### config.mk
export PLATFORM = sky130hd
export DESIGN_NAME = hcdd_hue
export DESIGN_NICKNAME = d
export VERILOG_FILES = /design/src/rtl/hue_colorized_depth_decode_top_macros.svh /design/src/rtl/hcdd_pkg.sv /design/src/rtl/hcdd_hue.sv
export SDC_FILE = /design/constraint.sdc
export NUM_CORES = 1
export LEC_CHECK = 0
export BUFFER_PORTS_ARGS = -buffer_cell sky130_fd_sc_hd__buf_2
export CAP_MARGIN = 20
export CORE_MARGIN = 2
export CORE_UTILIZATION = 46
export CTS_CLUSTER_DIAMETER = 120
export DETAILED_ROUTE_END_ITERATION = 16
export PLACE_DENSITY_LB_ADDON = 0.25
export SETUP_SLACK_MARGIN = 0.1
export SLEW_MARGIN = 20
export SYNTH_ARGS = -nofsm -noshare
export SYNTH_HDL_FRONTEND = slang
export SYNTH_SLANG_ARGS = --single-unit
### constraint.sdc
create_clock -name clk -period 0.8 [get_ports clk]
set_input_delay 0.2 -clock clk [delete_from_list [all_inputs] [get_ports clk]]
set_output_delay 0.2 -clock clk [all_outputs]
set_load 0.03 [all_outputs]
### src/rtl/hue_colorized_depth_decode_top_macros.svh
// Assertion macros for the hue depth decoder.
// Used by the top level; no other dependencies.
`ifndef HUE_COLORIZED_DEPTH_DECODE_TOP_MACROS_SVH
`define HUE_COLORIZED_DEPTH_DECODE_TOP_MACROS_SVH
`ifndef SYNTHESIS
`define HCDD_ASSERT_IMPL(lbl, clk, rst_n, ante, cons) \
    lbl: assert property (@(posedge clk) disable iff (!rst_n) (ante) |-> (cons)) \
        else $error("assertion failed");
`define HCDD_ASSERT_NEVER(lbl, clk, rst_n, expr) \
    lbl: assert property (@(posedge clk) disable iff (!rst_n) !(expr)) \
        else $error("assertion failed");
`else
`define HCDD_ASSERT_IMPL(lbl, clk, rst_n, ante, cons)
`define HCDD_ASSERT_NEVER(lbl, clk, rst_n, expr)
`endif
`endif

### src/rtl/hcdd_pkg.sv
// Shared constants and types for the hue depth decoder.
// No dependencies.
`timescale 1ns / 1ps
package hcdd_pkg;
    localparam logic [10:0] HUE_SPAN       = 11'd1529;
    localparam logic [10:0] HUE_GREEN_BASE = 11'd510;
    localparam logic [10:0] HUE_BLUE_BASE  = 11'd1020;
    localparam logic [9:0]  DARK_LIMIT     = 10'd128;
    localparam logic [16:0] NEAR_OFFSET_MM = 17'd100;
    localparam logic [9:0]  MM_TO_UM       = 10'd1000;
    localparam int NUM_W = 55;
    localparam int DEN_W = 46;
    localparam int Q_W   = 16;
    localparam int CMP_W = DEN_W + Q_W;

    localparam logic [3:0] ADDR_MODE = 4'd0;
    localparam logic [3:0] ADDR_MIN  = 4'd4;
    localparam logic [3:0] ADDR_MAX  = 4'd8;
    localparam logic [3:0] ADDR_UNIT = 4'd12;

    localparam logic MODE_DEPTH     = 1'b0;
    localparam logic MODE_DISPARITY = 1'b1;

    typedef struct packed {
        logic        mode;
        logic [15:0] min_mm;
        logic [15:0] max_mm;
        logic [15:0] unit_um;
    } cfg_t;
endpackage

### src/rtl/hcdd_hue.sv
// Input register stage: decodes the pixel hue to a code.
// Depends on hcdd_pkg.
`timescale 1ns / 1ps
module hcdd_hue (
    input  logic        clk,
    input  logic        rst_n,
    input  logic        in_vld,
    input  logic [7:0]  red,
    input  logic [7:0]  green,
    input  logic [7:0]  blue,
    output logic        out_vld,
    output logic [10:0] code
);
    import hcdd_pkg::*;

    logic        vld_reg;
    logic [10:0] code_reg, code_next;
    logic [9:0]  sum;
    logic [10:0] r11, g11, b11;

    assign r11 = {3'd0, red};
    assign g11 = {3'd0, green};
    assign b11 = {3'd0, blue};
    assign sum = {2'd0, red} + {2'd0, green} + {2'd0, blue};

    // differences wrap mod 2048; the true code is always in range
    always_comb
    begin
        if (sum <= DARK_LIMIT)
            code_next = 11'd0;
        else if (red >= green && red >= blue)
            code_next = (green >= blue) ? (g11 - b11) : (g11 - b11 + HUE_SPAN);
        else if (green >= blue)
            code_next = b11 - r11 + HUE_GREEN_BASE;
        else
            code_next = r11 - g11 + HUE_BLUE_BASE;
    end

    always_ff @(posedge clk or negedge rst_n)
    begin
        if (!rst_n)
            vld_reg <= 1'b0;
        else
            vld_reg <= in_vld;
    end

    always_ff @(posedge clk)
    begin
        code_reg <= code_next;
    end

    assign out_vld = vld_reg;
    assign code    = code_reg;
endmodule

## Word-level counts from Yosys, hierarchy flattened

Cells that the tools add are included.

| storage, ports and cells | value |
|---|---|
| bits in registers | 12 |
| latch bits | 0 |
| memory bits (writable) | 0 |
| bits in read-only memories | 0 |
| input port bits | 27 |
| word-level logic and storage cells | 18 |
| memories | 0 |

| cells by class | value |
|---|---|
| $add $sub $neg | 8 |
| $mul | 0 |
| divide/modulo/power cells | 0 |
| order comparisons | 4 |
| eq/ne operators | 0 |
| shift operators | 0 |
| multiplexer cells | 3 |
| bitwise gates (word level) | 0 |
| reduce and logical (&&, ||, !) cells | 1 |

Operators with widths:

| kind | count |
|---|---|
| $mux 11 | 3 |
| $sub 8x8->9 | 3 |
| $ge 8x8->1 | 3 |
| $add 11x10->11 const B | 1 |
| $add 11x11->11 const B | 1 |
| $add 9x10->11 const B | 1 |
| $add 9x8->10 | 1 |
| $le 10x8->1 const B | 1 |
| $add 8x8->9 | 1 |
| $logic_and 1x1->1 | 1 |

## Longest topological paths before layout

Gate-level depths: netlist (run 1).

| logic depth | value |
|---|---|
| depth in word-level cells | 4 |
| depth in mapped cells | 12 |
| mapped depth without buffers | 12 |

## Least setup slack after synthesis (run 1)

OpenSTA, ideal clock, no wires.

| timing path | value |
|---|---|
| kind | in2reg |
| start point | in red[1] |
| end point | reg code_reg[7] (netlist: code[7]) |
| setup time | 0.117 ns |
| data arrival time | 2.918 ns |
| path slack | -2.235 ns |
| cell stages on the path | 11 |
| path buffers | 1 |
| cell sequence | fa_1 > ha_1 > inv_1 > fa_1 > xnor2_1 > or4b_2 > a2111oi_1 > o21a_1 > buf_4 > nor2_1 > a32o_1 |

| on the way | value |
|---|---|
| cells in the longest elaborated chain, start to end | 4 |

RTL lines:

| what | RTL line | source |
|---|---|---|
| from (decl) | hcdd_hue.sv:8 | `input logic [7:0] red,` |
| parallel branches: the longest is 4 deep, another holds $add 9x8->10 | n/a |  |
| to (signal assigned) | hcdd_hue.sv:49 | `code_reg <= code_next;` |
| to (decl) | hcdd_hue.sv:17 | `logic [10:0] code_reg, code_next;` |

Parallel ways; which one is timed is not known.
A chain may end at the register's enable or synchronous reset.

## Final worst setup path (run 1)

| timing path | value |
|---|---|
| start point | in green[1] |
| end point | reg code_reg[3] (netlist: code[3]) |

| on the way | value |
|---|---|
| cells in the longest elaborated chain, start to end | 4 |

RTL lines:

| what | RTL line | source |
|---|---|---|
| from (decl) | hcdd_hue.sv:9 | `input logic [7:0] green,` |
| parallel branches: the longest is 4 deep, another holds $add 9x8->10 | n/a |  |

Parallel ways; which one is timed is not known.

==> results of run 1 <==
## final timing paths
| path | end |
|---|---|
| max in group asynchronous | out_vld |
| worst min-delay path | out_vld |
| min in group asynchronous | out_vld |
| worst max-delay path | code[3] |
## cells by family (layout without fill, tap and decap cells)
family,Yosys count,in the layout,share of synthesized area
buffers and inverters,47,221,0.0666
AOI/OAI and AO/OA,114,114,0.300
muxes,2,2,0.00776
xor gates and xnor gates,27,27,0.0863
adders and majority gates,46,46,0.243
and+or+nand+nor,107,107,0.207
DFF,12,12,0.0895
## metrics by stage
stage	util	cell area, um^2	worst slack [ns]	hold WS, ns	cells
6_report	0.738	4320	-1.97	0.0684	604
5_1_grt	0.738	4320	-2.03	0.0599	604
4_1_cts	0.730	4270	-1.89	0.0703	602
3_5_place_dp	0.690	4040	-2.22	-0.0251	596
3_3_place_gp	0.690	4040	-2.14	-0.0260	596
2_1_floorplan	-	2770	-1.94	-0.0956	355
## layer usage
layer,GRT usage,part of all wire
met5,0,0
met4,0.156,0.051
met3,0.0200,0.034
met2,0.535,0.49
met1,0.350,0.42
## cells in the final DEF, fill, tap and decap left out, drive strengths merged, types with 7 or more instances in the layout
cell	instances
buf	177
inv	39
ha	34
nor2	28
a21oi	25
nand2	18
o21ai	16
xnor2	14
o21a	14
a211oi	14
xor2	13
fa	12
dfxtp	11
nand3	10
nor3	9
nand4	7
nor3b	7
## worst max-delay path, stage by stage
cell and delay (ns):
buf_8 0.10, fa_1 0.48, ha_2 0.20, inv_2 0.05, fa_2 0.19, nand2b_1 0.14
a21oi_2 0.08, or4bb_1 0.50, a221oi_2 0.33, o21a_2 0.30, buf_4 0.14, a21oi_2 0.03
o21a_1 0.13
## where the power goes
| part | switching, mW | internal [mW] | leakage [nW] | total (mW) |
|---|---|---|---|---|
| Clock | 0.209 | 0.350 | 0.0228 | 0.559 |
| Sequential | 0.117 | 0.885 | 0.105 | 1.00 |
| Combinational | 2.83 | 2.74 | 1.98 | 5.57 |
## layout make-up
cell class	count	area, um^2	share of cell area
clock buffer	4	45.0	0.0104
tap	75	93.8	0.0217
inverter	39	146	0.0339
multi-input combinational	296	2440	0.564
timing repair buffer	178	1340	0.310
sequential	12	258	0.0597
## timing repair
item,CTS,global route
endpoints found under the setup margin,23,23
setup buffers,1,2
resized for setup,55,7
pin swaps,1,6
hold buffers,1,0
gates cloned,0,0
endpoints found under the hold margin,1,0
==> run_results.csv, run 1 <==
group,metric,value,unit
logic_synthesis,syn_nets,428,
timing,finalMaxSlewViolations,0,
clock_network,cts.htree.levels,1,
drt,ant_nets,0,
power_and_ir_drop,power_density,1650,nW/um^2
drt,drcViolationCount,0,
logic_synthesis,synthTopCellsByArea,"ha_1 (16%), fa_1 (8.8%), dfxtp_1 (8.0%)",
drt,wl_per_cell,15.5,um
clock_network,cts_tree,"done",
floorplanning,rows,28,
floorplanning,die_w,81.2,um
global_routing,grt_pass1_vias,3369,
timing,rsz0062_at_grt,"true",
critical_path,startpoint,"green[1]",
cells_and_area,nFillCells,456,
global_routing,overflow,0,
hold_path,holdCritStartpoint,"in_vld",
place,place_congestion,0.888,
logic_synthesis,syn_area,2740,um^2
drt,vias_per_cell,5.65,
logic_synthesis,synth_area_leader_cell,"ha_1",
critical_path,endpoint_kind,"register",
cells_and_area,finalNetCount,603,
logic_synthesis,synth_warnings,0,
logic_synthesis,synth_common_cells,"inv_1 (39), ha_1 (34), nor2_1 (27)",
critical_path,crit_fanout,5,
timing,fmax,361,MHz
logic_synthesis,ys_async_sr_fraction,0.0833,
floorplanning,die_area,6590,um^2
cells_and_area,drive_gt1_frac,0.427,
global_routing,grt_use_total,0.297,
clock_network,cts_made_buffers,3,
global_routing,grt_pass1_wl,15.2,mm
global_routing,grt_max_degree,14,
drt,totalWireLength,9.37,mm
drt,vias,3415,
drt,drt-pass1-iter-count,5,
timing,hold_violations,0,
logic_synthesis,synth_edf_count,0,
power_and_ir_drop,ir_drop,1920,uV
drt,first_iter_violations,142,
power_and_ir_drop,p_total,7.13,mW
clock_network,clock-root-buffer,"clkbuf_8",
timing,relSlewSlack,0.549,
clock_network,ctsLongestPathBuffers,2,
hold_path,hp-class,"input pin to register",
logic_synthesis,postSynthRegisterBits,12,
critical_path,setup.worst_path.class,"input pin to register",
floorplanning,dieHeight,81.2,um
place,dp_hpwl,7.64,mm
logic_synthesis,synth_top_area_frac,0.155,
job,max-cap-violations,0,
timing,post-route-period-util,3.46,
logic_synthesis,synth_cell_type_count,63,
power_and_ir_drop,leakage,2.11,nW
timing,setup_violations,23,
floorplanning,io_pins,39,
hold_path,min_path_cells,1,
outcome,failed_checks,"setup timing",
cells_and_area,largest_register_ffs,11,
place,io_buffers,38,
critical_path,critPathLaunchType,"input pin",
logic_synthesis,yosysMostFrequentCell,"inv_1",
timing,timing.setup.tns,-21.66,ns
timing,worst_pin_slew,0.668,ns
timing,layout_setup_ws,-1.97,ns
logic_synthesis,synth-seq-area-share,0.0895,
critical_path,critPathArrivalTime,2.88,ns
cells_and_area,area_growth,57.5,%
clock_network,cts_sinks,12,
floorplanning,coreArea,5850,um^2
timing,layout_min_cycle_time,2.77,ns
floorplanning,start_util,0.469,
logic_synthesis,postSynthAreaPerCell,7.72,um^2
clock_network,cts.clk_slew.worst_paths,0.05,ns
cells_and_area,antenna_cells,0,
global_routing,antenna_found_initial,0,
outcome,outcome,"finished, violations left",
critical_path,cp.required,0.92,ns
logic_synthesis,synthesis.instances,355,
logic_synthesis,synthFlopType,"dfxtp_1",
(Power assumes the default switching activity.)
==> run 2: changes to the inputs <==
- CTS_BUF_LIST: not set -> sky130_fd_sc_hd__clkbuf_8
==> run 2 against run 1 <==
The run still ends with setup timing left. Utilization did not move. Clock-buffer cell count fell by 1. First-iteration DRC count rose by 6.3%. Sequential power barely moved. Largest cell class unchanged. Routed wire length rose by 0.25%. Sequential cell count did not move. Clock power fell by 2%. Cell area did not move. Critical path type unchanged. Maximum frequency fell by 0.10%. Total power fell by 0.11%.
==> run_results.csv, run 2 (synthesis results as in run 1) <==
group,metric,value,unit
floorplanning,dieHeight,81.2,um
clock_network,ctsLongestPathBuffers,2,
drt,vias_per_cell,5.59,
global_routing,grt_max_degree,14,
timing,post-route-period-util,3.46,
power_and_ir_drop,ir_drop,1920,uV
drt,first_iter_violations,151,
cells_and_area,final_cell_mix,"buf_4 (138), inv_1 (39), ha_1 (33), nor2_1 (25), buf_2 (24)",
critical_path,critPathArrivalTime,2.89,ns
floorplanning,die_area,6590,um^2
floorplanning,coreArea,5850,um^2
global_routing,antenna_found_initial,0,
power_and_ir_drop,pwr-share-comb,0.783,
floorplanning,rows,28,
cells_and_area,finalNetCount,603,
critical_path,critPathLaunchType,"input pin",
power_and_ir_drop,p_clk_frac,0.077,
clock_network,cts_tree,"done",
drt,drt-pass1-iter-count,5,
cells_and_area,antenna_cells,0,
timing,rsz0062_at_grt,"true",
global_routing,grt_use_total,0.297,
drt,drcViolationCount,0,
timing,worst_pin_slew,0.667,ns
timing,layout_setup_ws,-1.97,ns
job,max-cap-violations,0,
outcome,failed_checks,"setup timing",
drt,vias,3374,
power_and_ir_drop,power_frac_seq,0.141,
global_routing,overflow,0,
power_and_ir_drop,switchingPower,3.16,mW
power_and_ir_drop,power_density,1650,nW/um^2
critical_path,path_delay_family,"adder cells",
timing,finalMaxSlewViolations,0,
drt,ant_nets,0,
clock_network,cts_made_buffers,3,
global_routing,grt_pass1_wl,15.2,mm
timing,hold-worst-slack,0.0678,ns
drt,wl_per_cell,15.5,um
clock_network,cts.clk_slew.worst_paths,0.05,ns
global_routing,grtUsageMet1,0.350,
critical_path,worstPathCellList,"buf_8, fa_1, ha_2, inv_2, fa_2, nand2b_1, a21oi_2, or4bb_1, a221oi_2, o21a_2, buf_4, a21oi_2, o21a_1",
place,place_congestion,0.888,
hold_path,hold_path_end,"out_vld",
place,dp_hpwl,7.64,mm
cells_and_area,area_growth,57.5,%
clock_network,clock-root-buffer,"clkbuf_8",
timing,setup_violations,23,
global_routing,grt_pass1_vias,3368,
floorplanning,start_util,0.469,
critical_path,crit_top_cell,"a21oi_2",
outcome,outcome,"finished, violations left",
hold_path,holdCritStartpoint,"in_vld",
power_and_ir_drop,p_int,3.96,mW
cells_and_area,design_area,4320,um^2
critical_path,crit_slowest_cell,"or4bb_1",
timing,hold_violations,0,
clock_network,cts_sinks,12,
place,dp_slack,-2.22,ns
global_routing,busiest_layer,"met2",
critical_path,cp.required,0.92,ns
global_routing,grtUsageMet2,0.535,
cells_and_area,layout_commonest_cell,"buf_4",
place,postPlaceCellArea,4040,um^2
place,io_buffers,38,
hold_path,min_path_cells,1,
floorplanning,io_pins,39,
cells_and_area,largest_register_ffs,11,
timing,fmax,361,MHz
drt,totalWireLength,9.39,mm
floorplanning,die_w,81.2,um
cells_and_area,drive_gt1_frac,0.427,
timing,relSlewSlack,0.550,
timing,layout_min_cycle_time,2.77,ns
critical_path,path_buf_inv,3,
clock_network,cts.htree.levels,1,
global_routing,use_met3,0.0200,
critical_path,endpoint_kind,"register",
hold_path,hp-class,"input pin to register",
power_and_ir_drop,leakage,2.11,nW
critical_path,setup.worst_path.class,"input pin to register",
critical_path,crit_fanout,5,
power_and_ir_drop,swShare,0.443,
critical_path,critical-path-max-stage-delay,0.50,ns
-- run 2: layout make-up --
type,count,area (um^2)
multi-input cells,296,2440
well taps,75,93.8
flip-flops and latches,12,258
inverters,39,146
clock buffers,3,41.3
repair buffers,178,1340
clock inverters,1,3.75
fillers,456,1530
-- run 2: what timing repair did --
| action | in CTS | in global routing |
|---|---|---|
| buffers inserted | 1 | 2 |
| gates resized for setup | 55 | 7 |
| pin swaps | 1 | 6 |
| setup endpoints to repair | 23 | 23 |
| hold endpoints to repair | 1 | 0 |
| hold buffers | 1 | 0 |
-- run 2: worst max path at each step --
stage	startpoint	end	slack, ns	cells past startpoint
6_report	green[1]	code[3]	-1.97	13
5_1_grt	green[1]	code[3]	-2.03	11
4_1_cts	red[1]	code[7]	-1.89	10
3_5_place_dp	red[1]	code[8]	-2.22	12
3_3_place_gp	red[1]	code[7]	-2.14	10
2_1_floorplan	red[1]	code[7]	-1.94	10
-- run 2: per-layer routing --
layer  up-vias  part of all wire
li1       1657                 -
met1      1584              0.42
met2       100              0.50
met3        33             0.033
met4         0             0.047
met5         -                 0
-- run 2: power groups by stage --
stage / Sequential, mW / Combinational (mW) / Clock, mW
CTS: 0.988 / 5.37 / 0.537
detailed placement: 0.895 / 4.89 / 0
floorplan: 1.39 / 2.41 / 0
global placement: 0.889 / 4.78 / 0
global route: 1.02 / 6.02 / 0.589
finish: 1.00 / 5.57 / 0.548
-- run 2: metrics by stage --
step,power [mW],instances,TNS (ns),utilization
floorplan,3.80,355,-19.50,-
global placement,5.66,596,-22.80,0.690
detailed placement,5.78,596,-23.59,0.690
CTS,6.89,602,-20.82,0.730
global route,7.63,604,-22.77,0.738
finish,7.12,604,-21.69,0.738
==> run 3: changes to the inputs <==
- BUFFER_PORTS_ARGS: -buffer_cell sky130_fd_sc_hd__buf_2 -> -buffer_cell sky130_fd_sc_hd__clkbuf_2
==> run 3 against run 2 <==
The flow still finishes with violations (setup timing). Sequential cell count unchanged. Worst hold slack better by 0.0083 ns. First-iteration DRC count up 34%. Non-clock buffer count decreased by 4. Sequential share of layout area fell by 0.065 points. Clock power rose by 18%. Maximum frequency grew 1.3%. Critical path type unchanged. Largest cell class unchanged. Largest power group unchanged.
==> run_results.csv, run 3 (synthesis results as in run 1) <==
group,metric,value,unit
power_and_ir_drop,switchingPower,3.17,mW
place,place_congestion,0.887,
floorplanning,coreArea,5850,um^2
drt,vias,3361,
floorplanning,rows,28,
timing,rsz0062_at_grt,"true",
global_routing,grt_pass1_wl,15.0,mm
place,postPlaceCellArea,4020,um^2
global_routing,grt_use_total,0.288,
global_routing,grt_max_degree,13,
power_and_ir_drop,power_frac_seq,0.141,
power_and_ir_drop,swShare,0.429,
drt,ant_nets,0,
cells_and_area,multi_input_area,2460,um^2
global_routing,overflow,0,
timing,post-route-period-util,3.42,
timing,layout_min_cycle_time,2.73,ns
job,max-cap-violations,0,
place,io_buffers,38,
drt,wirelength_met1,3.98,mm
cells_and_area,largest_register_ffs,11,
drt,vias_per_cell,5.60,
timing,setup_violations,23,
drt,dr_wl_met2,4.59,mm
global_routing,grt_pass1_vias,3337,
power_and_ir_drop,pwr-share-comb,0.771,
power_and_ir_drop,leakage,2.12,nW
place,dp_slack,-2.24,ns
timing,relSlewSlack,0.612,
cells_and_area,design_area,4370,um^2
clock_network,cts.clk_slew.worst_paths,0.05,ns
floorplanning,die_w,81.2,um
global_routing,antenna_found_initial,0,
power_and_ir_drop,ir_drop,1880,uV
drt,first_iter_violations,202,
critical_path,critPathLaunchType,"input pin",
power_and_ir_drop,p_int,4.22,mW
floorplanning,die_area,6590,um^2
floorplanning,dieHeight,81.2,um
cells_and_area,finalNetCount,599,
cells_and_area,nFillCells,449,
cells_and_area,layout_commonest_cell,"buf_4",
clock_network,ctsLongestPathBuffers,2,
outcome,outcome,"finished, violations left",
clock_network,clock-root-buffer,"clkbuf_8",
place,dp_hpwl,7.65,mm
critical_path,endpoint_kind,"register",
floorplanning,io_pins,39,
drt,totalWireLength,9.32,mm
timing,layout_setup_ws,-1.93,ns
critical_path,setup.worst_path.class,"input pin to register",
clock_network,cts_made_buffers,3,
drt,drcViolationCount,0,
drt,met3WireLength,341,um
power_and_ir_drop,p_total,7.39,mW
outcome,failed_checks,"setup timing",
timing,worst_pin_slew,0.574,ns
timing,finalMaxSlewViolations,0,
clock_network,cts_sinks,12,
critical_path,cp.required,0.92,ns
clock_network,cts.htree.levels,1,
clock_network,cts_tree,"done",
cells_and_area,drive_gt1_frac,0.421,
floorplanning,start_util,0.469,
power_and_ir_drop,p_clk_frac,0.087,
cells_and_area,final_cell_mix,"buf_4 (134), inv_1 (38), ha_1 (32), nor2_1 (27), clkbuf_2 (24)",
critical_path,crit_fanout,4,
cells_and_area,antenna_cells,0,
hold_path,hp-class,"input pin to register",
drt,drt-pass1-iter-count,5,
timing,timing.setup.tns,-21.64,ns
critical_path,critPathArrivalTime,2.85,ns
drt,highest_layer,"met4",
cells_and_area,area_growth,59.2,%
power_and_ir_drop,power_density,1690,nW/um^2
cells_and_area,regArea,258,um^2
drt,wl_per_cell,15.5,um
timing,fmax,366,MHz
timing,hold_violations,0,
[run 3: cell count changes in the layout (fill, tap and decap cells not counted), sizes merged]
cell	change
buf	-28
clkbuf	+25
inv	-1
[run 3: power by group through the flow]
stage / Combinational, mW / Clock (mW) / Sequential [mW]
after global placement: 4.75 / 0 / 0.899
after floorplan: 2.41 / 0 / 1.39
after CTS: 5.30 / 0.651 / 0.959
final: 5.70 / 0.644 / 1.04
after global routing: 6.17 / 0.681 / 1.07
after detailed placement: 4.87 / 0 / 0.905
[run 3: metal layers]
metal  track usage  up-vias
met5             0        -
met4         0.115        0
met3        0.0233       33
met2         0.519      109
met1         0.352     1567
li1              -     1652
[run 3: metrics by stage]
stage | hold WS (ns) | cells | util
3_3_place_gp | -0.0258 | 594 | 0.687
6_report | 0.0760 | 600 | 0.746
2_1_floorplan | -0.0956 | 355 | -
4_1_cts | 0.0654 | 600 | 0.723
5_1_grt | 0.0685 | 600 | 0.746
3_5_place_dp | -0.0242 | 594 | 0.687
[run 3: what timing repair did]
action                                  CTS  global route
setup buffers                             1             0
hold endpoints to repair                  1             0
gates resized for setup                  38            40
hold buffers                              1             0
pin swaps                                 0             5
endpoints found under the setup margin   23            23
[run 3: worst max-delay path, stage by stage]
cell	delay (ns)
clkbuf_2	0.11
fa_1	0.61
inv_1	0.09
fa_2	0.41
xnor2_1	0.16
or4b_4	0.50
a2111oi_4	0.24
o21a_2	0.26
buf_6	0.13
a21oi_2	0.03
o21a_1	0.12
[run 3: path summary, 6_finish.rpt]
path                        start      end  cells after the start
max in group asynchronous   rst_n  out_vld                      2
min in group asynchronous   rst_n  out_vld                      2
worst max-delay path       red[2]  code[3]                     11
worst min-delay path       in_vld  out_vld                      1
[run 3: layout make-up]
type | count | area share
clock buffers | 4 | 0.0126
repair buffers | 174 | 0.310
flip-flops and latches | 12 | 0.0590
multi-input cells | 296 | 0.563
inverters | 39 | 0.0335
well taps | 75 | 0.0215
